`src/lrcf_pkg.sv`:
```
// Package for the line rasterizer with corner fill.
// Holds the coordinate widths, the stream packing widths, the queue command type
// and the coordinate step helper. It depends on nothing else.
package lrcf_pkg;

  localparam int COORD_W    = 10;
  localparam int ERR_W      = COORD_W + 3;
  localparam int IN_DATA_W  = ((4 * COORD_W + 7) / 8) * 8;
  localparam int OUT_DATA_W = ((2 * COORD_W + 7) / 8) * 8;
  localparam int QDEPTH     = 4;
  localparam int QPTR_W     = $clog2(QDEPTH);
  localparam int QCNT_W     = $clog2(QDEPTH + 1);

  typedef logic [COORD_W-1:0] coord_t;

  typedef enum logic {
    REQ_START = 1'b0,
    REQ_STEP  = 1'b1
  } req_type_t;

  typedef enum logic {
    KIND_CORNER = 1'b0,
    KIND_LINE   = 1'b1
  } pixel_kind_t;

  // One classified request, as queued between front and back.
  typedef struct packed {
    req_type_t req;
    logic      x_neg;
    logic      y_neg;
    logic      x_major;
    coord_t    dmaj;
    coord_t    dmin;
    coord_t    sx;
    coord_t    sy;
  } lrcf_cmd_t;

  // Move one unit along an axis, wrapping at the coordinate width.
  function automatic coord_t step_coord(input coord_t v, input logic neg);
    coord_t res;
    res = neg ? (v - coord_t'(1)) : (v + coord_t'(1));
    return res;
  endfunction

endpackage

```
`src/line_rasterizer_with_corner_fill_unit.sv`:
```
// Top level of the Bresenham line rasterizer with corner fill.
// Instantiates lrcf_front, lrcf_queue and lrcf_back; depends on lrcf_pkg.
//
// Usage:
//   Input channel (in_*): one transaction per request. in_tuser is the request
//   type: start a new line (endpoints in in_tdata) or advance one major step.
//   Output channel (out_*): one transaction per pixel. A start yields its first
//   line pixel; a step on an active line yields a corner fill pixel and then
//   the new line pixel, the latter with out_tlast high. A step with no line in
//   progress yields nothing. A start while a line runs abandons that line.
// Path: an accepted request is written into a queue slot and, when the queue
//   held nothing ahead of it and the output is free, its first pixel is loaded
//   from there into the output register.
// Throughput: the back part takes a new command only while its output
//   register is free and no line pixel is pending, so an active step holds
//   off the next command until its line pixel has gone out. The front accepts
//   one request per cycle until the four-entry command queue fills.
// Reset: rst_n low at a clock edge empties the queue, drops any pending pixel
//   and leaves the rasterizer idle with all line state at zero.
// Stall: while out_tready is low the output transaction holds; the back part
//   halts and the queue absorbs up to four more requests before in_tready
//   drops.
module line_rasterizer_with_corner_fill_unit
  import lrcf_pkg::*;
(
  input  logic                  clk,
  input  logic                  rst_n,
  input  logic                  in_tvalid,
  output logic                  in_tready,
  input  logic [IN_DATA_W-1:0]  in_tdata,   // start_x, start_y, end_x, end_y
  input  logic                  in_tuser,   // req_type
  output logic                  out_tvalid,
  input  logic                  out_tready,
  output logic [OUT_DATA_W-1:0] out_tdata,  // pixel_x, pixel_y, zero pad
  output logic [1:0]            out_tuser,  // pixel_kind, line_done
  output logic                  out_tlast   // last pixel of this request
);

  lrcf_cmd_t front_cmd;
  lrcf_cmd_t pop_cmd;
  logic      pop_valid;
  logic      pop_ready;

  // classify the incoming request
  lrcf_front u_front (
    .in_req  (in_tuser),
    .in_data (in_tdata),
    .cmd     (front_cmd)
  );

  // decouple the front from the back; in_tready follows queue space
  lrcf_queue u_queue (
    .clk        (clk),
    .rst_n      (rst_n),
    .push_valid (in_tvalid),
    .push_ready (in_tready),
    .push_cmd   (front_cmd),
    .pop_valid  (pop_valid),
    .pop_ready  (pop_ready),
    .pop_cmd    (pop_cmd)
  );

  // run the line state and drive the output channel
  lrcf_back u_back (
    .clk        (clk),
    .rst_n      (rst_n),
    .pop_valid  (pop_valid),
    .pop_ready  (pop_ready),
    .pop_cmd    (pop_cmd),
    .out_tvalid (out_tvalid),
    .out_tready (out_tready),
    .out_tdata  (out_tdata),
    .out_tuser  (out_tuser),
    .out_tlast  (out_tlast)
  );

endmodule

```
`src/lrcf_front.sv`:
```
// Front part of the line rasterizer: unpacks an input transaction and classifies it.
// Computes absolute deltas, step directions and the major axis of a start request.
// Depends on lrcf_pkg.
module lrcf_front
  import lrcf_pkg::*;
(
  input  logic                 in_req,     // request type
  input  logic [IN_DATA_W-1:0] in_data,    // start_x, start_y, end_x, end_y
  output lrcf_cmd_t            cmd
);

  coord_t sx;
  coord_t sy;
  coord_t ex;
  coord_t ey;
  coord_t dx;
  coord_t dy;
  logic   x_neg;
  logic   y_neg;
  logic   x_major;

  assign sx = in_data[COORD_W-1:0];
  assign sy = in_data[2*COORD_W-1:COORD_W];
  assign ex = in_data[3*COORD_W-1:2*COORD_W];
  assign ey = in_data[4*COORD_W-1:3*COORD_W];

  assign x_neg   = ex < sx;
  assign y_neg   = ey < sy;
  assign dx      = x_neg ? (sx - ex) : (ex - sx);
  assign dy      = y_neg ? (sy - ey) : (ey - sy);
  // ties go to y
  assign x_major = dx > dy;

  always_comb begin
    cmd.req     = req_type_t'(in_req);
    cmd.x_neg   = x_neg;
    cmd.y_neg   = y_neg;
    cmd.x_major = x_major;
    cmd.dmaj    = x_major ? dx : dy;
    cmd.dmin    = x_major ? dy : dx;
    cmd.sx      = sx;
    cmd.sy      = sy;
  end

endmodule

```
`src/lrcf_queue.sv`:
```
// Short command queue between the front and back parts of the rasterizer.
// Holds QDEPTH classified commands in registers with read and write pointers.
// Depends on lrcf_pkg.
module lrcf_queue
  import lrcf_pkg::*;
(
  input  logic      clk,
  input  logic      rst_n,
  input  logic      push_valid,
  output logic      push_ready,
  input  lrcf_cmd_t push_cmd,
  output logic      pop_valid,
  input  logic      pop_ready,
  output lrcf_cmd_t pop_cmd
);

  lrcf_cmd_t          slot_r [QDEPTH];
  logic [QPTR_W-1:0]  wr_ptr_r;
  logic [QPTR_W-1:0]  wr_ptr_nxt;
  logic [QPTR_W-1:0]  rd_ptr_r;
  logic [QPTR_W-1:0]  rd_ptr_nxt;
  logic [QCNT_W-1:0]  count_r;
  logic [QCNT_W-1:0]  count_nxt;
  logic               do_push;
  logic               do_pop;

  assign push_ready = count_r != QCNT_W'(QDEPTH);
  assign pop_valid  = count_r != '0;
  assign pop_cmd    = slot_r[rd_ptr_r];
  assign do_push    = push_valid && push_ready;
  assign do_pop     = pop_valid && pop_ready;

  always_comb begin
    wr_ptr_nxt = wr_ptr_r;
    rd_ptr_nxt = rd_ptr_r;
    count_nxt  = count_r;
    if (do_push) begin
      wr_ptr_nxt = (wr_ptr_r == QPTR_W'(QDEPTH - 1)) ? '0 : wr_ptr_r + QPTR_W'(1);
    end
    if (do_pop) begin
      rd_ptr_nxt = (rd_ptr_r == QPTR_W'(QDEPTH - 1)) ? '0 : rd_ptr_r + QPTR_W'(1);
    end
    if (do_push && !do_pop) begin
      count_nxt = count_r + QCNT_W'(1);
    end else if (!do_push && do_pop) begin
      count_nxt = count_r - QCNT_W'(1);
    end
  end

  always_ff @(posedge clk) begin
    if (!rst_n) begin
      wr_ptr_r <= '0;
      rd_ptr_r <= '0;
      count_r  <= '0;
    end else begin
      wr_ptr_r <= wr_ptr_nxt;
      rd_ptr_r <= rd_ptr_nxt;
      count_r  <= count_nxt;
    end
  end

  always_ff @(posedge clk) begin
    if (do_push) begin
      slot_r[wr_ptr_r] <= push_cmd;
    end
  end

endmodule

```
`src/lrcf_back.sv`:
```
// Back part of the rasterizer: holds the Bresenham state and emits pixels.
// Pops classified commands from the queue and drives the output register.
// Depends on lrcf_pkg.
module lrcf_back
  import lrcf_pkg::*;
(
  input  logic                  clk,
  input  logic                  rst_n,
  input  logic                  pop_valid,
  output logic                  pop_ready,
  input  lrcf_cmd_t             pop_cmd,
  output logic                  out_tvalid,
  input  logic                  out_tready,
  output logic [OUT_DATA_W-1:0] out_tdata,
  output logic [1:0]            out_tuser,
  output logic                  out_tlast
);

  // line state
  coord_t              cur_x_r, cur_x_nxt;
  coord_t              cur_y_r, cur_y_nxt;
  logic signed [ERR_W-1:0] err_r, err_nxt;
  logic signed [ERR_W-1:0] diag_incr_r, diag_incr_nxt;
  logic signed [ERR_W-1:0] straight_incr_r, straight_incr_nxt;
  logic                x_neg_r, x_neg_nxt;
  logic                y_neg_r, y_neg_nxt;
  logic                x_major_r, x_major_nxt;
  coord_t              steps_r, steps_nxt;
  logic                active_r, active_nxt;

  // output register and pending line pixel of a step
  logic                out_valid_r, out_valid_nxt;
  coord_t              out_x_r, out_x_nxt;
  coord_t              out_y_r, out_y_nxt;
  pixel_kind_t         out_kind_r, out_kind_nxt;
  logic                out_done_r, out_done_nxt;
  logic                out_last_r, out_last_nxt;
  logic                pend_valid_r, pend_valid_nxt;
  coord_t              pend_x_r, pend_x_nxt;
  coord_t              pend_y_r, pend_y_nxt;
  logic                pend_done_r, pend_done_nxt;

  logic                out_free;
  logic                fire;
  logic                diag;
  coord_t              nx;
  coord_t              ny;
  logic signed [ERR_W-1:0] twice_min;
  logic signed [ERR_W-1:0] twice_maj;

  assign out_free  = !out_valid_r || out_tready;
  assign pop_ready = out_free && !pend_valid_r;
  assign fire      = pop_valid && pop_ready;

  assign diag = !err_r[ERR_W-1];
  assign nx   = (x_major_r || diag) ? step_coord(cur_x_r, x_neg_r) : cur_x_r;
  assign ny   = (!x_major_r || diag) ? step_coord(cur_y_r, y_neg_r) : cur_y_r;

  assign twice_min = {2'b00, pop_cmd.dmin, 1'b0};
  assign twice_maj = {2'b00, pop_cmd.dmaj, 1'b0};

  always_comb begin
    cur_x_nxt         = cur_x_r;
    cur_y_nxt         = cur_y_r;
    err_nxt           = err_r;
    diag_incr_nxt     = diag_incr_r;
    straight_incr_nxt = straight_incr_r;
    x_neg_nxt         = x_neg_r;
    y_neg_nxt         = y_neg_r;
    x_major_nxt       = x_major_r;
    steps_nxt         = steps_r;
    active_nxt        = active_r;
    out_valid_nxt     = out_valid_r;
    out_x_nxt         = out_x_r;
    out_y_nxt         = out_y_r;
    out_kind_nxt      = out_kind_r;
    out_done_nxt      = out_done_r;
    out_last_nxt      = out_last_r;
    pend_valid_nxt    = pend_valid_r;
    pend_x_nxt        = pend_x_r;
    pend_y_nxt        = pend_y_r;
    pend_done_nxt     = pend_done_r;

    if (out_free) begin
      out_valid_nxt = 1'b0;
      if (pend_valid_r) begin
        // release the line pixel that follows a corner pixel
        out_valid_nxt  = 1'b1;
        out_x_nxt      = pend_x_r;
        out_y_nxt      = pend_y_r;
        out_kind_nxt   = KIND_LINE;
        out_done_nxt   = pend_done_r;
        out_last_nxt   = 1'b1;
        pend_valid_nxt = 1'b0;
      end else if (fire) begin
        unique case (pop_cmd.req)
          REQ_START: begin
            cur_x_nxt         = pop_cmd.sx;
            cur_y_nxt         = pop_cmd.sy;
            err_nxt           = twice_min - {3'b000, pop_cmd.dmaj};
            diag_incr_nxt     = twice_min - twice_maj;
            straight_incr_nxt = twice_min;
            x_neg_nxt         = pop_cmd.x_neg;
            y_neg_nxt         = pop_cmd.y_neg;
            x_major_nxt       = pop_cmd.x_major;
            steps_nxt         = pop_cmd.dmaj;
            active_nxt        = pop_cmd.dmaj != '0;
            out_valid_nxt     = 1'b1;
            out_x_nxt         = pop_cmd.sx;
            out_y_nxt         = pop_cmd.sy;
            out_kind_nxt      = KIND_LINE;
            out_done_nxt      = pop_cmd.dmaj == '0;
            out_last_nxt      = 1'b1;
          end
          REQ_STEP: begin
            // drop a step that arrives while idle
            if (active_r) begin
              cur_x_nxt      = nx;
              cur_y_nxt      = ny;
              err_nxt        = err_r + (diag ? diag_incr_r : straight_incr_r);
              steps_nxt      = steps_r - coord_t'(1);
              active_nxt     = steps_r != coord_t'(1);
              out_valid_nxt  = 1'b1;
              // after a diagonal step x is back by one step direction
              out_x_nxt      = diag ? cur_x_r : nx;
              out_y_nxt      = ny;
              out_kind_nxt   = KIND_CORNER;
              out_done_nxt   = 1'b0;
              out_last_nxt   = 1'b0;
              pend_valid_nxt = 1'b1;
              pend_x_nxt     = nx;
              pend_y_nxt     = ny;
              pend_done_nxt  = steps_r == coord_t'(1);
            end
          end
          default: begin
            out_valid_nxt = 1'b0;
          end
        endcase
      end
    end
  end

  always_ff @(posedge clk) begin
    if (!rst_n) begin
      cur_x_r         <= '0;
      cur_y_r         <= '0;
      err_r           <= '0;
      diag_incr_r     <= '0;
      straight_incr_r <= '0;
      x_neg_r         <= 1'b0;
      y_neg_r         <= 1'b0;
      x_major_r       <= 1'b0;
      steps_r         <= '0;
      active_r        <= 1'b0;
      out_valid_r     <= 1'b0;
      pend_valid_r    <= 1'b0;
    end else begin
      cur_x_r         <= cur_x_nxt;
      cur_y_r         <= cur_y_nxt;
      err_r           <= err_nxt;
      diag_incr_r     <= diag_incr_nxt;
      straight_incr_r <= straight_incr_nxt;
      x_neg_r         <= x_neg_nxt;
      y_neg_r         <= y_neg_nxt;
      x_major_r       <= x_major_nxt;
      steps_r         <= steps_nxt;
      active_r        <= active_nxt;
      out_valid_r     <= out_valid_nxt;
      pend_valid_r    <= pend_valid_nxt;
    end
  end

  always_ff @(posedge clk) begin
    out_x_r     <= out_x_nxt;
    out_y_r     <= out_y_nxt;
    out_kind_r  <= out_kind_nxt;
    out_done_r  <= out_done_nxt;
    out_last_r  <= out_last_nxt;
    pend_x_r    <= pend_x_nxt;
    pend_y_r    <= pend_y_nxt;
    pend_done_r <= pend_done_nxt;
  end

  assign out_tvalid = out_valid_r;
  assign out_tdata  = {{(OUT_DATA_W - 2 * COORD_W){1'b0}}, out_y_r, out_x_r};
  assign out_tuser  = {out_done_r, out_kind_r};
  assign out_tlast  = out_last_r;

endmodule
```
`config.mk`:
```
export PLATFORM = sky130hd
export DESIGN_NAME = line_rasterizer_with_corner_fill_unit
export DESIGN_NICKNAME = d
export VERILOG_FILES = /design/src/lrcf_pkg.sv /design/src/line_rasterizer_with_corner_fill_unit.sv /design/src/lrcf_front.sv /design/src/lrcf_queue.sv /design/src/lrcf_back.sv
export SDC_FILE = /design/constraint.sdc
export NUM_CORES = 1
export LEC_CHECK = 0
export CORE_ASPECT_RATIO = 1.2
export CORE_MARGIN = 3
export CORE_UTILIZATION = 56
export CTS_CLUSTER_SIZE = 40
export DETAILED_ROUTE_END_ITERATION = 10
export DONT_BUFFER_PORTS = 1
export GPL_ROUTABILITY_DRIVEN = 0
export PLACE_DENSITY = 0.74
export SLEW_MARGIN = 20
export SYNTH_ARGS = -nofsm -noshare
export SYNTH_HDL_FRONTEND = slang
export SYNTH_SLANG_ARGS = --single-unit
```
`constraint.sdc`:
```
create_clock -name clk -period 4.1 [get_ports clk]
set_input_delay 0.41 -clock clk [delete_from_list [all_inputs] [get_ports clk]]
set_output_delay 0.41 -clock clk [all_outputs]
set_load 0.1 [all_outputs]
```
==> results of run 1 <==
metal layers:
metal	GRT usage	vias to the layer above
met5	0	-
met3	0.03564	70
met2	0.4454	370
met4	0.06786	2
li1	-	5500
met1	0.3197	5676
layout make-up:
type | count | share of cell area
clock inverters | 16 | 0.008836
multi-input cells | 976 | 0.4054
repair buffers | 113 | 0.05030
clock buffers | 39 | 0.04486
inverters | 105 | 0.02250
well taps | 379 | 0.02576
flip-flops and latches | 297 | 0.4424
timing repair:
item                       4_1_cts  5_1_grt
hold endpoints to repair        98        0
gates resized for setup          0        2
hold buffers                    23        0
setup endpoints to repair        0       84
Yosys cell counts, types with 4 or more instances:
master    instances  share of area
a211oi_1         19         0.0088
a21boi_0          9         0.0042
a21o_1           20         0.0093
a21oi_1         114          0.035
a31oi_1          16         0.0062
a41oi_1           4         0.0022
and2_1           16         0.0062
and3_1           12         0.0046
buf_2            12         0.0037
buf_4             6         0.0028
clkbuf_1         44          0.010
dfxtp_1          78          0.096
edfxtp_1        219           0.41
fa_1             10          0.012
ha_1            102          0.079
inv_1           103          0.024
mux2_2           22          0.015
mux2i_1          38          0.023
mux4_2           43          0.060
nand2_1         112          0.026
nand2b_1         11         0.0042
nand3_1          28         0.0086
nand3b_1          5         0.0023
nand4_1           5         0.0019
nor2_1           87          0.020
nor2b_1          21         0.0081
nor3_1           35          0.011
nor4_1            7         0.0027
o211ai_1         12         0.0056
o21a_1           19         0.0088
o21ai_0          77          0.024
o221ai_1          6         0.0032
o22ai_1           8         0.0031
o31ai_1          10         0.0046
or3_1            10         0.0039
or4_1             4         0.0019
xnor2_1          25          0.014
xor2_1           17         0.0092
stage by stage:
stage | setup slack [ns] | setup TNS (ns)
after CTS | 0.07591 | 0
after floorplan | -0.07594 | -2.553
after global placement | -0.3407 | -22.80
after detailed placement | -0.4735 | -34.25
final | 0.2977 | 0
after global routing | 0.02426 | 0
placed cells by master (no fill, tap or decap), drive strengths merged, types with 11 or more instances in the layout:
cell type,count
xnor2,25
ha,102
buf,90
o211ai,13
o21ai,78
a21oi,114
dfxtp,78
a211oi,19
mux2i,38
nor2b,21
a31oi,16
nand2,112
xor2,17
dlygate4sd3,23
mux2,22
clkinv,14
and3,12
nor2,87
a21o,20
inv,104
nand2b,11
nand3,28
nor3,35
clkbuf,39
o21a,19
and2,16
mux4,43
edfxtp,219
cells by family after synthesis:
| logic type | synth area share |
|---|---|
| other | 0.0002313 |
| adders and majority gates | 0.09106 |
| xor gates and xnor gates | 0.02269 |
| AOI/OAI and AO/OA | 0.1354 |
| DFF | 0.5019 |
| muxes | 0.09847 |
| buffers and inverters | 0.04306 |
| and+or+nand+nor | 0.1072 |
worst max-delay path, delay by kind of cell:
family	cells	cell delay, ns
muxes	2	0.45
adders and majority gates	3	0.78
and+or+nand+nor	1	0.14
buffers and inverters	5	0.57
AOI/OAI and AO/OA	7	1.50
xor gates and xnor gates	1	0.28
final timing paths:
path	endpoint	slack [ns]	cells after the start
max	u_queue.slot_r[1][26]	0.30	19
min reg2reg	u_back.diag_incr_r[5]	0.45	2
min	u_back.cur_y_r[6]	0.03	2
max reg2reg	u_back.err_r[10]	0.66	9
power groups by stage:
stage,sequential (mW),clock (mW),combinational [mW]
after global routing,5.73,2.92,8.11
after floorplan,5.49,0,5.42
after global placement,5.65,0,7.08
final,5.63,2.74,7.36
after CTS,5.63,2.78,7.33
after detailed placement,5.69,0,7.25
==> results by group, run 1 <==
Clock network
  – TritonCTS Sinks: 297
  – Clk pin slew, worst setup/hold paths: 0.06 ns
  – Clk Latency, worst-skew pair: 0.57 ns
  – CTS tree: yes
  – Post-CTS Setup Inserts: 0
  – Root Driver: clkbuf_16
  – Clock buffer depth: 3
  – H-tree levels: 1
  – CTS buffer count: 30

Yosys
  – Asr flop ratio synth: 0
  – Distinct cells, synth: 70
  – Number of synthesized register bits: 297
  – Mean post-synth cell area: 11.24 um2
  – Mapped cell area: 16210 um2
  – Synth Flop Type: edfxtp_1
  – Post-Syn Instances: 1442
  – Yosys warnings: 0
  – EDFF count, synth: 219
  – Sequential area share after synthesis: 0.5019

Route
  – Routed length per instance: 20.12 um
  – DR vias/cell: 6.035
  – WL met2: 19900 um
  – Drt initial violations: 854
  – ANT nets after route: 0
  – Highest metal layer with signal wires: met5
  – Met3 wire len: 2129 um
  – Drt drc: 0
  – Final WL: 38730 um
  – Via count: 11618
  – Metal-1 WL: 15870 um
  – Router iterations before antenna repair: 5

Setup path
  – CP cell instances: inv_12 -> ha_4 -> inv_2 -> fa_2 -> a21o_1 -> a221o_1 -> o211ai_2 -> a21boi_2 -> mux2i_1 -> xnor2_1 -> inv_1 -> ha_1 -> nor2b_1 -> o31ai_1 -> a21oi_1 -> o41a_1 -> buf_4 -> buf_4 -> mux2i_1
  – Startpoint types: input pin
  – Crit path largest cell delay: 0.35 ns
  – CP Class: input pin to flop
  – CP max stage cell: a221o_1
  – Crit. End Element: flop
  – CP required: 4.43 ns
  – Crit-path max FO: 13
  – Critical path startpoint: in_tdata[20]
  – Worst EP arrival: 4.13 ns

Timing
  – Setup violators final: 0
  – RSZ-0062 raised after global routing: no
  – Slew HR: 0.3171
  – Fin crit share: 0.9274
  – Hold WS: 0.02732 ns
  – Clock skew: 0.03150 ns
  – Pins Over Slew Limit: 0
  – Slew at the pin with the worst max-slew slack: 1.027 ns
  – FMAX: 263.0 MHz
  – Fin crit period: 3.802 ns
  – Hold Fails Final Rpt: 0

Floorplanning
  – CORE AREA: 28250 um2
  – Die H: 192.4 um
  – Die area: 31040 um2
  – IO Pins: 74
  – Starting Density: 0.5739
  – Die Span X: 161.3 um
  – Std-Cell Rows: 67

Pwr
  – Power density over the cells: 854.6 nW/um2
  – NetSw: 6.801 mW
  – Leak Pwr: 7.138 nW
  – Sw Share: 0.4323
  – Clock power frac: 0.174
  – Maximum VDD drop: 0.4595 mV
  – Reg power frac: 0.358
  – Power Internal: 8.930 mW
  – Part of the power in combinational logic: 0.468
  – Tot Pwr: 15.73 mW

Final layout
  – Design area: 18410 um2
  – Fin util: 0.6516
  – Area growth syn-to-layout: 13.54%
  – Fin nets: 1680
  – Post-Layout Cell Count: 1925
  – # fillers: 2153
  – N_diodes: 0
  – FF/Latch Area: 8143 um2
  – Multi-input logic area: 7462 um2
  – Layout cells sized above 1: 0.1481
  – Largest reg by FF count: u_queue.slot_r
  – Flip-flop count of the largest register after layout: 176
  – Top Registers: u_queue.slot_r x176, u_back.err_r x12, u_back.diag_incr_r x11

Global routing
  – First-pass GRT wire length: 61830 um
  – Largest net degree at the start of global routing: 35
  – Total GRT Usage: 0.2495
  – Number of antenna violations at the first check in global routing: 1
  – Grt ovf: 0
  – Vias in the first global route: 11638

Placed design
  – Inst Count DP: 1847
  – DP HPWL: 27340 um
  – Placed cell area: 17180 um2
  – Port buffer count: 0

Job
  – Max cap viols: 0

Hold path
  – Hold Path Origin: rst_n
  – Class of the worst hold path: input pin to flop

Run status
  – Status: finished, final reports clean
No activity file was read; power rests on OpenSTA's default activity.
==> run 2: changes to the inputs <==
--- a/config.mk
+++ b/config.mk
@@ -5,7 +5,7 @@
 export SDC_FILE = /design/constraint.sdc
 export NUM_CORES = 1
 export LEC_CHECK = 0
-export CORE_ASPECT_RATIO = 1.2
+export CORE_ASPECT_RATIO = 0.75
 export CORE_MARGIN = 3
 export CORE_UTILIZATION = 56
 export CTS_CLUSTER_SIZE = 40
==> run 2 against run 1 <==
Effect of this change: clock power shrank 11%; non-clock buffer count shrank 4; setup slack lost 0.049 ns; design area shrank 0.72%; critical path type unchanged; largest power group unchanged; maximum frequency shrank 1.3%; global-route usage grew 0.33 points; highest routed layer is now met4; cell count is essentially flat; utilization shrank 0.47 points; total power shrank 0.88%; clock-buffer cell count shrank 4.
==> results by group, run 2 (synthesized netlist as in run 1, its figures left out) <==
Floorplanning
  – Die Span X: 202.5 um (was 161.3 um)
  – Std-Cell Rows: 53 (was 67)
  – Die area: 31050 um2 (was 31040 um2)
  – CORE AREA: 28250 um2 (about the same)
  – Die H: 153.4 um (was 192.4 um)
  – Starting Density: 0.5739 (about the same)
  – IO Pins: 74 (unchanged)

Pwr
  – Sw Share: 0.4432 (was 0.4323)
  – Maximum VDD drop: 0.4477 mV (was 0.4595 mV)
  – Power density over the cells: 853.2 nW/um2 (was 854.6 nW/um2)
  – Reg power frac: 0.363 (was 0.358)
  – Clock power frac: 0.157 (was 0.174)
  – NetSw: 6.910 mW (was 6.801 mW)
  – Part of the power in combinational logic: 0.480 (was 0.468)
  – Leak Pwr: 7.055 nW (was 7.138 nW)
  – Power Internal: 8.682 mW (was 8.930 mW)

Global routing
  – Total GRT Usage: 0.2528 (was 0.2495)
  – First-pass GRT wire length: 62800 um (was 61830 um)
  – Vias in the first global route: 11524 (was 11638)
  – Largest net degree at the start of global routing: 49 (was 35)
  – Number of antenna violations at the first check in global routing: 0 (was 1)
  – Grt ovf: 0 (unchanged)

Route
  – ANT nets after route: 0 (unchanged)
  – Routed length per instance: 20.58 um (was 20.12 um)
  – Drt drc: 0 (unchanged)
  – Final WL: 39590 um (was 38730 um)
  – Via count: 11708 (was 11618)
  – DR vias/cell: 6.085 (was 6.035)
  – Drt initial violations: 868 (was 854)
  – Router iterations before antenna repair: 5 (unchanged)

Final layout
  – FF/Latch Area: 8143 um2 (unchanged)
  – Multi-input logic area: 7470 um2 (was 7462 um2)
  – Largest reg by FF count: u_queue.slot_r (unchanged)
  – Flip-flop count of the largest register after layout: 176 (unchanged)
  – N_diodes: 0 (unchanged)
  – Area growth syn-to-layout: 12.72% (was 13.54%)
  – Fin util: 0.6469 (was 0.6516)
  – Fin nets: 1674 (was 1680)
  – Commonest cells after routing, fill and taps aside: 219 x edfxtp_1, 113 x a21oi_1, 112 x nand2_1 (unchanged)
  – Layout cells sized above 1: 0.1442 (was 0.1481)
  – Commonest non-fill, non-tap cell in the layout: edfxtp_1 (unchanged)
  – # fillers: 2168 (was 2153)
  – Top Registers: u_queue.slot_r x176, u_back.err_r x12, u_back.diag_incr_r x11 (unchanged)

Timing
  – Post-route setup slack: 0.2487 ns (was 0.2977 ns)
  – Pins Over Slew Limit: 0 (unchanged)
  – Setup TNS: 0 ns (unchanged)
  – Slew at the pin with the worst max-slew slack: 0.9928 ns (was 1.027 ns)
  – Clock skew: 0.01014 ns (was 0.03150 ns)
  – Fin crit period: 3.851 ns (was 3.802 ns)
  – Fin crit share: 0.9393 (was 0.9274)
  – Setup violators final: 0 (unchanged)
  – Slew HR: 0.3240 (was 0.3171)
  – RSZ-0062 raised after global routing: no (unchanged)
  – Hold WS: 0.02541 ns (was 0.02732 ns)
  – Hold Fails Final Rpt: 0 (unchanged)
  – FMAX: 259.7 MHz (was 263.0 MHz)

Clock network
  – H-tree levels: 1 (unchanged)
  – TritonCTS Sinks: 297 (unchanged)
  – Clock buffer depth: 3 (unchanged)
  – CTS tree: yes (unchanged)
  – Post-CTS Setup Inserts: 0 (unchanged)
  – CTS buffer count: 28 (was 30)
  – Clk Latency, worst-skew pair: 0.57 ns (about the same)
  – Clk pin slew, worst setup/hold paths: 0.06 ns (about the same)
  – Root Driver: clkbuf_16 (unchanged)

Run status
  – Status: finished, final reports clean (unchanged)

Setup path
  – CP Class: input pin to flop (unchanged)
  – CP required: 4.43 ns (about the same)
  – Crit-path max FO: 9 (was 13)
  – CP max stage cell: fa_1 (was a221o_1)
  – Startpoint types: input pin (unchanged)
  – Crit. End Element: flop (unchanged)
  – Count of buffer and inverter cells on the critical path: 3 (was 5)
  – Worst EP arrival: 4.18 ns (was 4.13 ns)
  – Top delay family on crit path: compound AO/OA/AOI/OAI gates (unchanged)
  – Crit path largest cell delay: 0.40 ns (was 0.35 ns)
  – CP cell instances: inv_1 -> ha_1 -> fa_1 -> nor2b_1 -> o311ai_0 -> a21boi_1 -> o22ai_2 -> mux2i_1 -> xnor2_1 -> ha_1 -> a21oi_1 -> nor2b_1 -> o31ai_1 -> a21oi_1 -> o41a_1 -> buf_4 -> buf_4 -> mux2i_1 (was inv_12 -> ha_4 -> inv_2 -> fa_2 -> a21o_1 -> a221o_1 -> o211ai_2 -> a21boi_2 -> mux2i_1 -> xnor2_1 -> inv_1 -> ha_1 -> nor2b_1 -> o31ai_1 -> a21oi_1 -> o41a_1 -> buf_4 -> buf_4 -> mux2i_1)

Hold path
  – Class of the worst hold path: input pin to flop (unchanged)

Job
  – Max cap viols: 0 (unchanged)

Placed design
  – Port buffer count: 0 (unchanged)
  – Pre-CTS WS: -0.4039 ns (was -0.4735 ns)
  – DP HPWL: 27990 um (was 27340 um)
run 2: cell types whose count changed in the layout (fill, tap and decap cells not counted), moves of 2 or more:
cell / before / now
mux2i_2: 0 / 2
buf_4: 89 / 84
bufinv_16: 3 / 1
clkinv_1: 4 / 6
clkbuf_8: 2 / 0
clkinv_4: 3 / 0
clkbuf_16: 31 / 28
buf_12: 0 / 2
mux2i_1: 37 / 35
run 2: layer usage:
| layer | vias to the layer above | GRT usage | part of all wire |
|---|---|---|---|
| met3 | 71 | 0.06706 | 0.087 |
| met4 | 0 | 0.05374 | 0.018 |
| li1 | 5498 | - | - |
| met1 | 5655 | 0.3585 | 0.44 |
| met5 | - | 0 | 0 |
| met2 | 484 | 0.3968 | 0.45 |
run 2: cell type report:
class	instances	share of cell area
Multi-Input combinational cell	976	0.4087
Inverter	105	0.02266
Clock inverter	17	0.006641
Tap cell	385	0.02636
Clock buffer	35	0.03978
Sequential cell	297	0.4456
Timing Repair Buffer	109	0.05025
run 2: per-stage QoR:
stage          total power [mW]  cell area, um2  std cells
6_report                  15.59           18280       1924
5_1_grt                   16.58           18280       1924
4_1_cts                   15.52           18260       1924
3_5_place_dp              13.03           17190       1850
3_3_place_gp              12.79           17190       1850
2_1_floorplan             10.90           16300       1445
run 2: repair_timing:
| action | in CTS | in global routing |
|---|---|---|
| hold endpoints to repair | 100 | 0 |
| hold buffers | 22 | 0 |
| setup endpoints to repair | 0 | 64 |
| gates resized for setup | 0 | 3 |
run 2: worst paths after layout:
path | end | cells after the start | from | slack (ns)
hold / removal | u_back.diag_incr_r[11] | 1 | rst_n | 0.03
setup reg to reg | u_back.diag_incr_r[11] | 10 | flop | 0.70
hold reg to reg | u_back.diag_incr_r[6] | 2 | u_back.diag_incr_r[6] | 0.45
setup / recovery | u_queue.slot_r[2][27] | 18 | in_tdata[30] | 0.25
run 2: power by group through the flow:
stage | registers (mW) | logic [mW] | clock network, mW
final | 5.66 | 7.49 | 2.45
after global routing | 5.74 | 8.24 | 2.60
after CTS | 5.66 | 7.39 | 2.47
after detailed placement | 5.71 | 7.32 | 0
after global placement | 5.68 | 7.11 | 0
after floorplan | 5.49 | 5.42 | 0
